## config.mk

```make
export PLATFORM = sky130hd
export DESIGN_NAME = scancode_to_ascii_fifo_unit
export DESIGN_NICKNAME = d
export VERILOG_FILES = /design/src/design/scaf_pkg.sv /design/src/design/scaf_ctrl.sv /design/src/design/scaf_dp.sv /design/src/design/scancode_to_ascii_fifo_unit.sv
export SDC_FILE = /design/constraint.sdc
export NUM_CORES = 1
export LEC_CHECK = 0
export BUFFER_PORTS_ARGS = -buffer_cell sky130_fd_sc_hd__buf_2
export CAP_MARGIN = 10
export CORE_AREA = 4 4 194 196
export CTS_CLUSTER_DIAMETER = 30
export CTS_CLUSTER_SIZE = 30
export DETAILED_ROUTE_END_ITERATION = 8
export DIE_AREA = 0 0 198 200
export PLACE_DENSITY = 0.81
export SYNTH_ARGS = -nofsm -noshare
export SYNTH_HDL_FRONTEND = slang
export SYNTH_HIERARCHICAL = 1
export SYNTH_SLANG_ARGS = --single-unit
```

## constraint.sdc

```tcl
create_clock -name clk_i -period 8.9 [get_ports clk_i]
set_input_delay 0 -clock clk_i [delete_from_list [all_inputs] [get_ports clk_i]]
set_output_delay 0 -clock clk_i [all_outputs]
set_load 0.1 [all_outputs]
```

## src/design/scaf_pkg.sv

```systemverilog
// Shared types, constants and the set 1 key map for the scancode character queue.
package scaf_pkg;

  localparam int unsigned QUEUE_DEPTH = 64;
  localparam int unsigned PTR_W       = (QUEUE_DEPTH > 1) ? $clog2(QUEUE_DEPTH) : 1;
  localparam logic [7:0]  BREAK_BIT   = 8'h80;
  localparam logic [7:0]  TABLE_LEN   = 8'h3A;

  typedef enum logic [1:0] {
    REQ_SCAN   = 2'd0,
    REQ_INJECT = 2'd1,
    REQ_READ   = 2'd2
  } req_e;

  typedef struct packed {
    logic capture;
    logic exec;
  } cmd_t;

  function automatic logic [PTR_W-1:0] advance(input logic [PTR_W-1:0] p);
    logic [PTR_W-1:0] r;
    if (p == PTR_W'(QUEUE_DEPTH - 1)) begin
      r = '0;
    end else begin
      r = p + PTR_W'(1);
    end
    return r;
  endfunction

  function automatic logic [7:0] key_map(input logic [5:0] code);
    logic [7:0] c;
    case (code)
      6'h02: c = "1";
      6'h03: c = "2";
      6'h04: c = "3";
      6'h05: c = "4";
      6'h06: c = "5";
      6'h07: c = "6";
      6'h08: c = "7";
      6'h09: c = "8";
      6'h0A: c = "9";
      6'h0B: c = "0";
      6'h0C: c = "-";
      6'h0D: c = "=";
      6'h0E: c = 8'h08;
      6'h0F: c = 8'h09;
      6'h10: c = "q";
      6'h11: c = "w";
      6'h12: c = "e";
      6'h13: c = "r";
      6'h14: c = "t";
      6'h15: c = "y";
      6'h16: c = "u";
      6'h17: c = "i";
      6'h18: c = "o";
      6'h19: c = "p";
      6'h1A: c = "[";
      6'h1B: c = "]";
      6'h1C: c = 8'h0A;
      6'h1E: c = "a";
      6'h1F: c = "s";
      6'h20: c = "d";
      6'h21: c = "f";
      6'h22: c = "g";
      6'h23: c = "h";
      6'h24: c = "j";
      6'h25: c = "k";
      6'h26: c = "l";
      6'h27: c = ";";
      6'h28: c = 8'h27;
      6'h29: c = 8'h60;
      6'h2B: c = 8'h5C;
      6'h2C: c = "z";
      6'h2D: c = "x";
      6'h2E: c = "c";
      6'h2F: c = "v";
      6'h30: c = "b";
      6'h31: c = "n";
      6'h32: c = "m";
      6'h33: c = ",";
      6'h34: c = ".";
      6'h35: c = "/";
      6'h37: c = "*";
      6'h39: c = " ";
      default: c = 8'h00;
    endcase
    return c;
  endfunction

endpackage

```

## src/design/scaf_ctrl.sv

```systemverilog
// Controller state machine: input capture, execution slot and result register occupancy.
module scaf_ctrl (
  input  logic          clk_i,
  input  logic          rst_ni,
  input  logic          in_valid_i,
  output logic          in_ready_o,
  output logic          res_valid_o,
  input  logic          res_ready_i,
  output scaf_pkg::cmd_t cmd_o
);
  import scaf_pkg::*;

  localparam logic ST_IDLE = 1'b0;
  localparam logic ST_BUSY = 1'b1;

  logic state_q, state_d;
  logic out_full_q, out_full_d;
  logic exec;

  assign in_ready_o  = (state_q == ST_IDLE);
  assign res_valid_o = out_full_q;
  assign exec        = (state_q == ST_BUSY) && (!out_full_q || res_ready_i);

  assign cmd_o.capture = in_valid_i && in_ready_o;
  assign cmd_o.exec    = exec;

  always_comb begin
    state_d = state_q;
    case (state_q)
      ST_IDLE: begin
        if (in_valid_i) begin
          state_d = ST_BUSY;
        end
      end
      ST_BUSY: begin
        if (exec) begin
          state_d = ST_IDLE;
        end
      end
      default: state_d = ST_IDLE;
    endcase
  end

  always_comb begin
    if (exec) begin
      out_full_d = 1'b1;
    end else if (res_ready_i) begin
      out_full_d = 1'b0;
    end else begin
      out_full_d = out_full_q;
    end
  end

  always_ff @(posedge clk_i or negedge rst_ni) begin
    if (!rst_ni) begin
      state_q    <= ST_IDLE;
      out_full_q <= 1'b0;
    end else begin
      state_q    <= state_d;
      out_full_q <= out_full_d;
    end
  end

`ifndef NO_ASSERTIONS
  a_accept_busy: assert property (@(posedge clk_i) disable iff (!rst_ni)
    (in_valid_i && in_ready_o) |=> (state_q == ST_BUSY))
    else $error("accepted beat did not start execution");
  a_exec_result: assert property (@(posedge clk_i) disable iff (!rst_ni)
    exec |=> (res_valid_o && in_ready_o))
    else $error("execution did not load the result register");
  a_exec_not_idle: assert property (@(posedge clk_i) disable iff (!rst_ni)
    !(exec && in_ready_o))
    else $error("execution while idle");
`endif

endmodule

```

## src/design/scaf_dp.sv

```systemverilog
// Datapath: request registers, key map translation, character ring store and result register.
module scaf_dp (
  input  logic          clk_i,
  input  logic          rst_ni,
  input  scaf_pkg::cmd_t cmd_i,
  input  logic [1:0]    req_type_i,
  input  logic [7:0]    in_byte_i,
  output logic [7:0]    out_char_o,
  output logic          out_valid_o,
  output logic          push_stored_o
);
  import scaf_pkg::*;

  logic [7:0]       mem [QUEUE_DEPTH];
  req_e             req_q;
  logic [7:0]       byte_q;
  logic [PTR_W-1:0] wptr_q, wptr_d;
  logic [PTR_W-1:0] rptr_q, rptr_d;
  logic [7:0]       char_q;
  logic             valid_q, stored_q;

  logic             full, empty;
  logic             push_req, push_en, pop_en;
  logic [7:0]       push_data;

  assign full  = (advance(wptr_q) == rptr_q);
  assign empty = (wptr_q == rptr_q);

  always_comb begin
    push_req  = 1'b0;
    push_data = byte_q;
    pop_en    = 1'b0;
    case (req_q)
      REQ_SCAN: begin
        push_data = key_map(byte_q[5:0]);
        push_req  = ((byte_q & BREAK_BIT) == 8'h00) && (byte_q < TABLE_LEN)
                    && (push_data != 8'h00);
      end
      REQ_INJECT: begin
        push_req = 1'b1;
      end
      REQ_READ: begin
        pop_en = cmd_i.exec && !empty;
      end
      default: begin
        push_req = 1'b0;
      end
    endcase
  end

  assign push_en = cmd_i.exec && push_req && !full;
  assign wptr_d  = push_en ? advance(wptr_q) : wptr_q;
  assign rptr_d  = pop_en ? advance(rptr_q) : rptr_q;

  always_ff @(posedge clk_i or negedge rst_ni) begin
    if (!rst_ni) begin
      wptr_q <= '0;
      rptr_q <= '0;
    end else begin
      wptr_q <= wptr_d;
      rptr_q <= rptr_d;
    end
  end

  always_ff @(posedge clk_i) begin
    if (cmd_i.capture) begin
      req_q  <= req_e'(req_type_i);
      byte_q <= in_byte_i;
    end
  end

  always_ff @(posedge clk_i) begin
    if (push_en) begin
      mem[wptr_q] <= push_data;
    end
    if (cmd_i.exec) begin
      char_q   <= pop_en ? mem[rptr_q] : 8'h00;
      valid_q  <= pop_en;
      stored_q <= push_en;
    end
  end

  assign out_char_o    = char_q;
  assign out_valid_o   = valid_q;
  assign push_stored_o = stored_q;

`ifndef NO_ASSERTIONS
  a_no_push_pop: assert property (@(posedge clk_i) disable iff (!rst_ni)
    !(push_en && pop_en))
    else $error("push and pop in the same beat");
  a_push_moves_wptr: assert property (@(posedge clk_i) disable iff (!rst_ni)
    push_en |=> (wptr_q != $past(wptr_q)) && $stable(rptr_q))
    else $error("push did not advance the write pointer alone");
  a_idle_ptrs: assert property (@(posedge clk_i) disable iff (!rst_ni)
    !cmd_i.exec |=> $stable(wptr_q) && $stable(rptr_q))
    else $error("pointer moved outside execution");
`endif

endmodule

```

## src/design/scancode_to_ascii_fifo_unit.sv

```systemverilog
// Top level of the set 1 scancode to ASCII character queue.
//
//   Channel | Handshake                  | Payload
//   --------+----------------------------+------------------------------------------
//   input   | in_valid_i / in_ready_o    | req_type_i, in_byte_i
//   result  | res_valid_o / res_ready_i  | out_char_o, out_valid_o, push_stored_o
//
// Each beat has two steps: one to capture the request and one to translate it,
// update the ring pointers and access the single-port character store.
// A new beat is taken while a finished result still waits in the result register.
// Execution holds only while the result register is full and not being taken.
// Reset clears the pointers and control state; the character store needs no clearing.
module scancode_to_ascii_fifo_unit (
  input  logic       clk_i,
  input  logic       rst_ni,
  input  logic       in_valid_i,
  output logic       in_ready_o,
  input  logic [1:0] req_type_i,
  input  logic [7:0] in_byte_i,
  output logic       res_valid_o,
  input  logic       res_ready_i,
  output logic [7:0] out_char_o,
  output logic       out_valid_o,
  output logic       push_stored_o
);
  import scaf_pkg::*;

  cmd_t cmd;

  scaf_ctrl u_ctrl (
    .clk_i       (clk_i),
    .rst_ni      (rst_ni),
    .in_valid_i  (in_valid_i),
    .in_ready_o  (in_ready_o),
    .res_valid_o (res_valid_o),
    .res_ready_i (res_ready_i),
    .cmd_o       (cmd)
  );

  scaf_dp u_dp (
    .clk_i         (clk_i),
    .rst_ni        (rst_ni),
    .cmd_i         (cmd),
    .req_type_i    (req_type_i),
    .in_byte_i     (in_byte_i),
    .out_char_o    (out_char_o),
    .out_valid_o   (out_valid_o),
    .push_stored_o (push_stored_o)
  );

endmodule
```

# [Word-level counts from Yosys, hierarchy flattened]
# Memories as Yosys holds them, arrays and structs flattened. A register that Yosys moved wholly into a read port is not among the register bits.
# Cells that the tools add are included.
[op_classes] add_sub_neg=2 mul=0 div=0 order_cmp=1 n_eq_ne=6 shifts=0 mux=14 n_bitwise=1 reduce_logical=16
[op_table] cell="6-bit 2-to-1 mux" n=3
[op_table] cell="8-bit 2-to-1 mux" n=2
[op_table] cell="6-bit by 1-bit adder with 6-bit output, second input constant" n=2
[op_table] cell="6-bit == test" n=2
[op_table] cell="6-bit == test, second input constant" n=2
[op_table] cell="8-bit logical NOT" n=1
[op_table] cell="8-bit by 6-bit less-than comparator with 1-bit output, second input constant" n=1
[op_table] cell="8-bit nonzero test" n=1
[op_table] cell="1-bit logical AND" n=7
[op_table] cell="1-bit 2-to-1 mux" n=7
[op_table] cell="1-bit logical NOT" n=4
[op_table] cell="1-bit one-hot mux with 2 select lines" n=2
[op_table] cell="2-bit by 1-bit == test with 1-bit output, second input constant" n=1
[op_table] cell="2-bit == test, second input constant" n=1
[op_table] cell="2-bit logical NOT" n=1
[op_table] cell="2-bit nonzero test" n=1
[op_table] cell="1-bit logical OR" n=1
[op_table] cell="1-bit inverter" n=1
[totals] regBits=26 latchBits=0 ram_bits=512 rom_bits=448 input_bits=14 output_inout_bits=12 word_cells=50 memories=2
[mem_list] memory="u_dp.mem" depth=64 width=8 read_ports=1 rd_ports_with_merged_regs=1 wr=1 line="scaf_dp.sv:14" text="logic [7:0] mem [QUEUE_DEPTH];"
[mem_list] memory="(name not given)" depth=64 width=7 read_ports=1 rd_ports_with_merged_regs=1 wr=0 line="scaf_pkg.sv:32" text="case (code)"

# [Logic depth before layout (Yosys ltp)]
[logic_depth] ltp_word=9 ltp_mapped=10 mapped_depth_nobuf=9

# [By module]
# The synthesis kept the hierarchy.
[modules_own_cells] module="scaf_dp" n_inst=1 cells_each=1228 area_per_inst_um2=22927.0
[modules_own_cells] module="scaf_ctrl" n_inst=1 cells_each=9 area_per_inst_um2=101.3

# [Worst setup path before layout]
# No wires, ideal clock.
[synth_path] kind="register to register" from="register u_ctrl.out_full_q (netlist: u_ctrl/res_valid_o)" to="memory u_dp.mem[27][0] (enable)" arrival_time_ns=2.775 t_required_ns=8.505 slack_ns=5.731 path_stages_with_launch=9 n_path_buf=2 synth_period_minus_slack_ns=3.169 cell_sequence="dfrtp_1 > nand2b_4 > and2_1 > buf_4 > nand2b_1 > nor2_2 > o21ai_2 > buf_2 > nor4_1"
[synth_via] elab_chain_len=7
[synth_rtl] item="start: declaration" line="scaf_ctrl.sv:17" text="logic out_full_q, out_full_d;"
[synth_rtl] item="start signal: assignment" line="scaf_ctrl.sv:60" text="out_full_q <= out_full_d;"
[synth_rtl] item="1-bit logical NOT" line="scaf_ctrl.sv:22" text="assign exec = (state_q == ST_BUSY) && (!out_full_q || res_ready_i);"
[synth_rtl] item="1-bit logical OR" line="scaf_ctrl.sv:22"
[synth_rtl] item="1-bit logical AND" line="scaf_ctrl.sv:22"
[synth_rtl] item="net u_ctrl.exec" line="scaf_ctrl.sv:18" text="logic exec;"
[synth_rtl] item="1-bit logical AND (2 in series)" line="scaf_dp.sv:51" text="assign push_en = cmd_i.exec && push_req && !full;"
[synth_rtl] item="1-bit 2-to-1 mux" line="scaf_dp.sv:73" text="if (push_en) begin"
[synth_rtl] item="1-bit 2-to-1 mux (not written as such)" line="scaf_dp.sv:74" text="mem[wptr_q] <= push_data;"
[synth_rtl] item="end: declaration" line="scaf_dp.sv:14"
# The timed path passes the listed nets, and every way through them passes these cells.

# [Final worst setup path]
[layout_path] from="register u_dp.rptr_q[0]" to="register u_dp.char_q[3] (netlist: u_dp/out_char_o[3]) (read register of u_dp.mem) (data pin)"
[layout_via] elab_chain_len=5
[layout_rtl] item="start: declaration" line="scaf_dp.sv:18" text="logic [PTR_W-1:0] rptr_q, rptr_d;"
[layout_rtl] item="start signal: assignment" line="scaf_dp.sv:61" text="rptr_q <= rptr_d;"
[layout_rtl] item="6-bit == test" line="scaf_dp.sv:27" text="assign empty = (wptr_q == rptr_q);"
[layout_rtl] item="1-bit logical NOT" line="scaf_dp.sv:43" text="pop_en = cmd_i.exec && !empty;"
[layout_rtl] item="1-bit logical AND" line="scaf_dp.sv:43"
[layout_rtl] item="1-bit 2-to-1 mux" line="scaf_dp.sv:33" text="case (req_q)"
[layout_rtl] item="1-bit logical NOT (no line)"
[layout_rtl] item="end: declaration" line="scaf_dp.sv:19" text="logic [7:0] char_q;"
# Parallel ways exist; a longest one is shown, timed or not.
# A chain may end at the register's enable or synchronous reset.

==> impl_metrics.ini <==
[layout]
antenna_cells = 0
syn2layout_area_growth_pct = 15.6
final_nets = 1345
seq_area_um2 = 16500
num-fill-cells = 1890
final_cell_mix = 532 x edfxtp_1, 89 x clkbuf_16, 89 x mux4_2
post_route_cells_drive_above_1_share = 0.245
finish.utilization = 0.738
layout_commonest_cell = edfxtp_1
multi_input_area_um2 = 5990

[route]
ant_nets = 0
viasPerCell = 6.94
via_count = 12895
route.final.wire_length_um = 55900
first_pass_iters = 6
drt_iter0_drc = 1770
drc = 0
avgRoutedWirePerCell_um = 30.1

[cts]
htreeDepth = 3
clkSinkCount = 553
cts_buffers = 86
cts_tree = yes
cts.path.max_buffers = 3
cts-resized-gates = 0
clkLatencyLatePin_ps = 590
cts-root-buf = clkbuf_16
clk_pin_slew_worst_paths_ps = 50

[floorplan]
start_util = 0.638
coreArea_um2 = 36100
dieWidth_um = 198
die_y_um = 200
die_area_um2 = 39600
rows = 70
boundaryPins = 26

[worst_setup_path]
cp_num_buf_inv = 2
crit_path_end = u_dp/out_char_o[3]$_SDFFCE_PN0P_
worstRegToRegCells = 7
start_kind = register
path_cells = buf_4 > buf_4 > mux4_2 > a22oi_1 > nand2_1 > o21ai_0 > a311oi_1
path_class = reg -> reg
r2r-start = u_dp/rptr_q[0]$_DFFE_PN0P_
crit-reg2reg-capture = u_dp/out_char_o[3]$_SDFFCE_PN0P_
worst-r2r-setup-slack_ps = 4640
cp.arrival_ps = 4560
max_stage_delay_ps = 930
startpoint = u_dp/rptr_q[0]$_DFFE_PN0P_
cp_top_family = buffers and inverters
crit_cells = 7
end_kind = register
path_max_fanout = 56
crit_required_ps = 9200
critPathMostFrequentCell = buf_4
slowest_stage = buf_4

[pwr]
p_switching_mw = 2.57
power_frac_comb = 0.227
p_clk_frac = 0.405
ir_worst_vdd_v = 0.000280
internal_power_mw = 6.02
power.total_mw = 8.59
switching_share = 0.299
leakage_nw = 8.82
p_seq_frac = 0.367
power-per-cell-area_nw_per_um2 = 323

[synth]
ys_seq_area_frac = 0.715
synth_xor_area_frac = 0.00532
syn_inst = 1237
yosys.area_share.simple = 0.0481
netlist_area_um2 = 23000
synth_top_family_by_area = multiplexers
yosysWarnings = 6
synth_nets = 1263
synth_compound_area_frac = 0.0506
ys_ff_latch = 553
netlist-cell-type-count = 78
async_flop_share = 0.0253
synth_fa_ha_area_frac = 0.00652
synth_edf_count = 532
synthMuxAreaShare = 0.149
postSynthAreaPerCell_um2 = 18.6
synthFlopType = edfxtp_1

[sta]
worstMarginPinSlew_ps = 1250
hold_ws_ps = 71.5
skew_ps = 25.7
setup_viol = 0
fin_crit_ps = 4260
drv_slew = 0
tns_ps = 0
max_slew_margin = 0.163
rsz0062_at_grt = false
hold_viol = 0
maxClockFrequency_mhz = 235
post-route-period-util = 0.479

[place]
place_congestion = 0.915
numPortBuffers = 25
hpwl_um = 30800

[global_routing]
track_usage = 0.286
antenna_found_initial = 0
grt-ovfl-total = 0
grt_start_max_net_pins = 82
grt_pass1_wl_um = 84200
grt_pass1_vias = 13187

[worst_hold_path]
min_path_type = in -> reg

[job]
drv_cap = 0

[run_status]
outcome = complete, no violations
-- through the flow --
step                std cells  instance area (µm²)  setup WS (ps)
floorplan                1237                23000           5730
global placement         1674                23400           4710
detailed placement       1676                23400           4650
CTS                      1849                26600           4590
global route             1859                26600           4270
finish                   1859                26600           4640
-- kinds of logic after synthesis --
logic type                 Yosys count
DFF                                553
and+or+nand+nor                    226
muxes                              193
AOI/OAI and AO/OA                  152
buffers and inverters               87
xor gates and xnor gates            14
adders and majority gates           12
-- power groups by stage --
stage | registers, mW | logic (mW) | clock network, mW
after CTS | 3.15 | 1.93 | 3.51
final | 3.15 | 1.95 | 3.48
after global placement | 3.19 | 1.84 | 0
after global routing | 3.16 | 2.04 | 3.65
after detailed placement | 3.20 | 1.87 | 0
after floorplan | 3.10 | 1.53 | 0
-- state kept, by name, indices dropped and copies added, names as in the netlist, 2 cells and up, named ones only --
name	flops
u_dp/out_char_o	8
u_dp/mem	512
u_dp/byte_q	8
u_dp/req_q	2
u_dp/rptr_q	6
u_dp/wptr_q	6
-- cell usage after synthesis, types with 6 or more instances --
| master | instances | area [µm²] |
|---|---|---|
| edfxtp_1 | 532 | 16000 |
| mux4_2 | 89 | 2000 |
| mux2i_1 | 66 | 661 |
| nor2_1 | 65 | 244 |
| nand2_1 | 55 | 206 |
| nor3_1 | 39 | 195 |
| a21oi_1 | 26 | 130 |
| buf_2 | 25 | 125 |
| mux4_1 | 22 | 578 |
| o21ai_0 | 21 | 105 |
| mux2_2 | 15 | 169 |
| a211oi_1 | 14 | 105 |
| clkbuf_1 | 14 | 52.6 |
| dfrtp_1 | 14 | 350 |
| nand3_1 | 14 | 70.1 |
| o22ai_1 | 14 | 87.6 |
| ha_1 | 12 | 150 |
| buf_4 | 11 | 82.6 |
| nor2b_1 | 10 | 62.6 |
| xnor2_1 | 10 | 87.6 |
| a221oi_1 | 9 | 78.8 |
| buf_1 | 8 | 30.0 |
| nand2b_1 | 8 | 50.1 |
| o221ai_1 | 8 | 70.1 |
| a22oi_1 | 7 | 52.6 |
| buf_6 | 7 | 78.8 |
| dfxtp_1 | 7 | 140 |
| nor4_2 | 7 | 87.6 |
| a211o_1 | 6 | 52.6 |
| a311oi_1 | 6 | 52.6 |
| buf_8 | 6 | 90.1 |
| inv_1 | 6 | 22.5 |
| o211ai_1 | 6 | 45.0 |
| or3_1 | 6 | 37.5 |
-- what timing repair did --
item,in CTS,in global routing
buffers inserted,0,0
hold buffers,13,0
hold endpoints to repair,31,0
-- final cells by class --
cell class / instances / share of cell area
flip-flops and latches: 553 / 0.619
well taps: 468 / 0.0220
inverters: 10 / 0.00141
clock inverters: 61 / 0.0288
clock buffers: 99 / 0.0858
multi-input cells: 597 / 0.225
repair buffers: 71 / 0.0181
-- how the worst min path moves through the flow --
stage               start  cells past startpoint  slack [ps]                             end
2_1_floorplan      rst_ni                      0        -300  u_ctrl/res_valid_o$_DFFE_PN0P_
3_3_place_gp       rst_ni                      1         -50  u_ctrl/res_valid_o$_DFFE_PN0P_
3_5_place_dp       rst_ni                      1         -50        u_ctrl/state_q$_DFF_PN0_
4_1_cts        in_valid_i                      3          60        u_dp/byte_q[2]$_DFFE_PP_
5_1_grt        in_valid_i                      3          80        u_dp/byte_q[0]$_DFFE_PP_
6_report       in_valid_i                      3          70        u_dp/byte_q[2]$_DFFE_PP_
-- worst reg2reg max path: cells and delay by family (launching register included) --
kind | cells | cell delay (ps)
flip-flops | 1 | 870
AND/OR/NAND/NOR | 1 | 90
AO/OA/AOI/OAI | 3 | 500
multiplexers | 1 | 640
buffers and inverters | 2 | 1900
-- metal layers --
metal / vias to the layer above / GRT usage / routed length [µm]
met5: - / 0 / 0
met4: 0 / 0.143 / 3080
met3: 187 / 0.0725 / 6500
met2: 998 / 0.447 / 26400
met1: 6423 / 0.385 / 19900
li1: 5287 / - / -
Power figures use the tool's default switching activity.
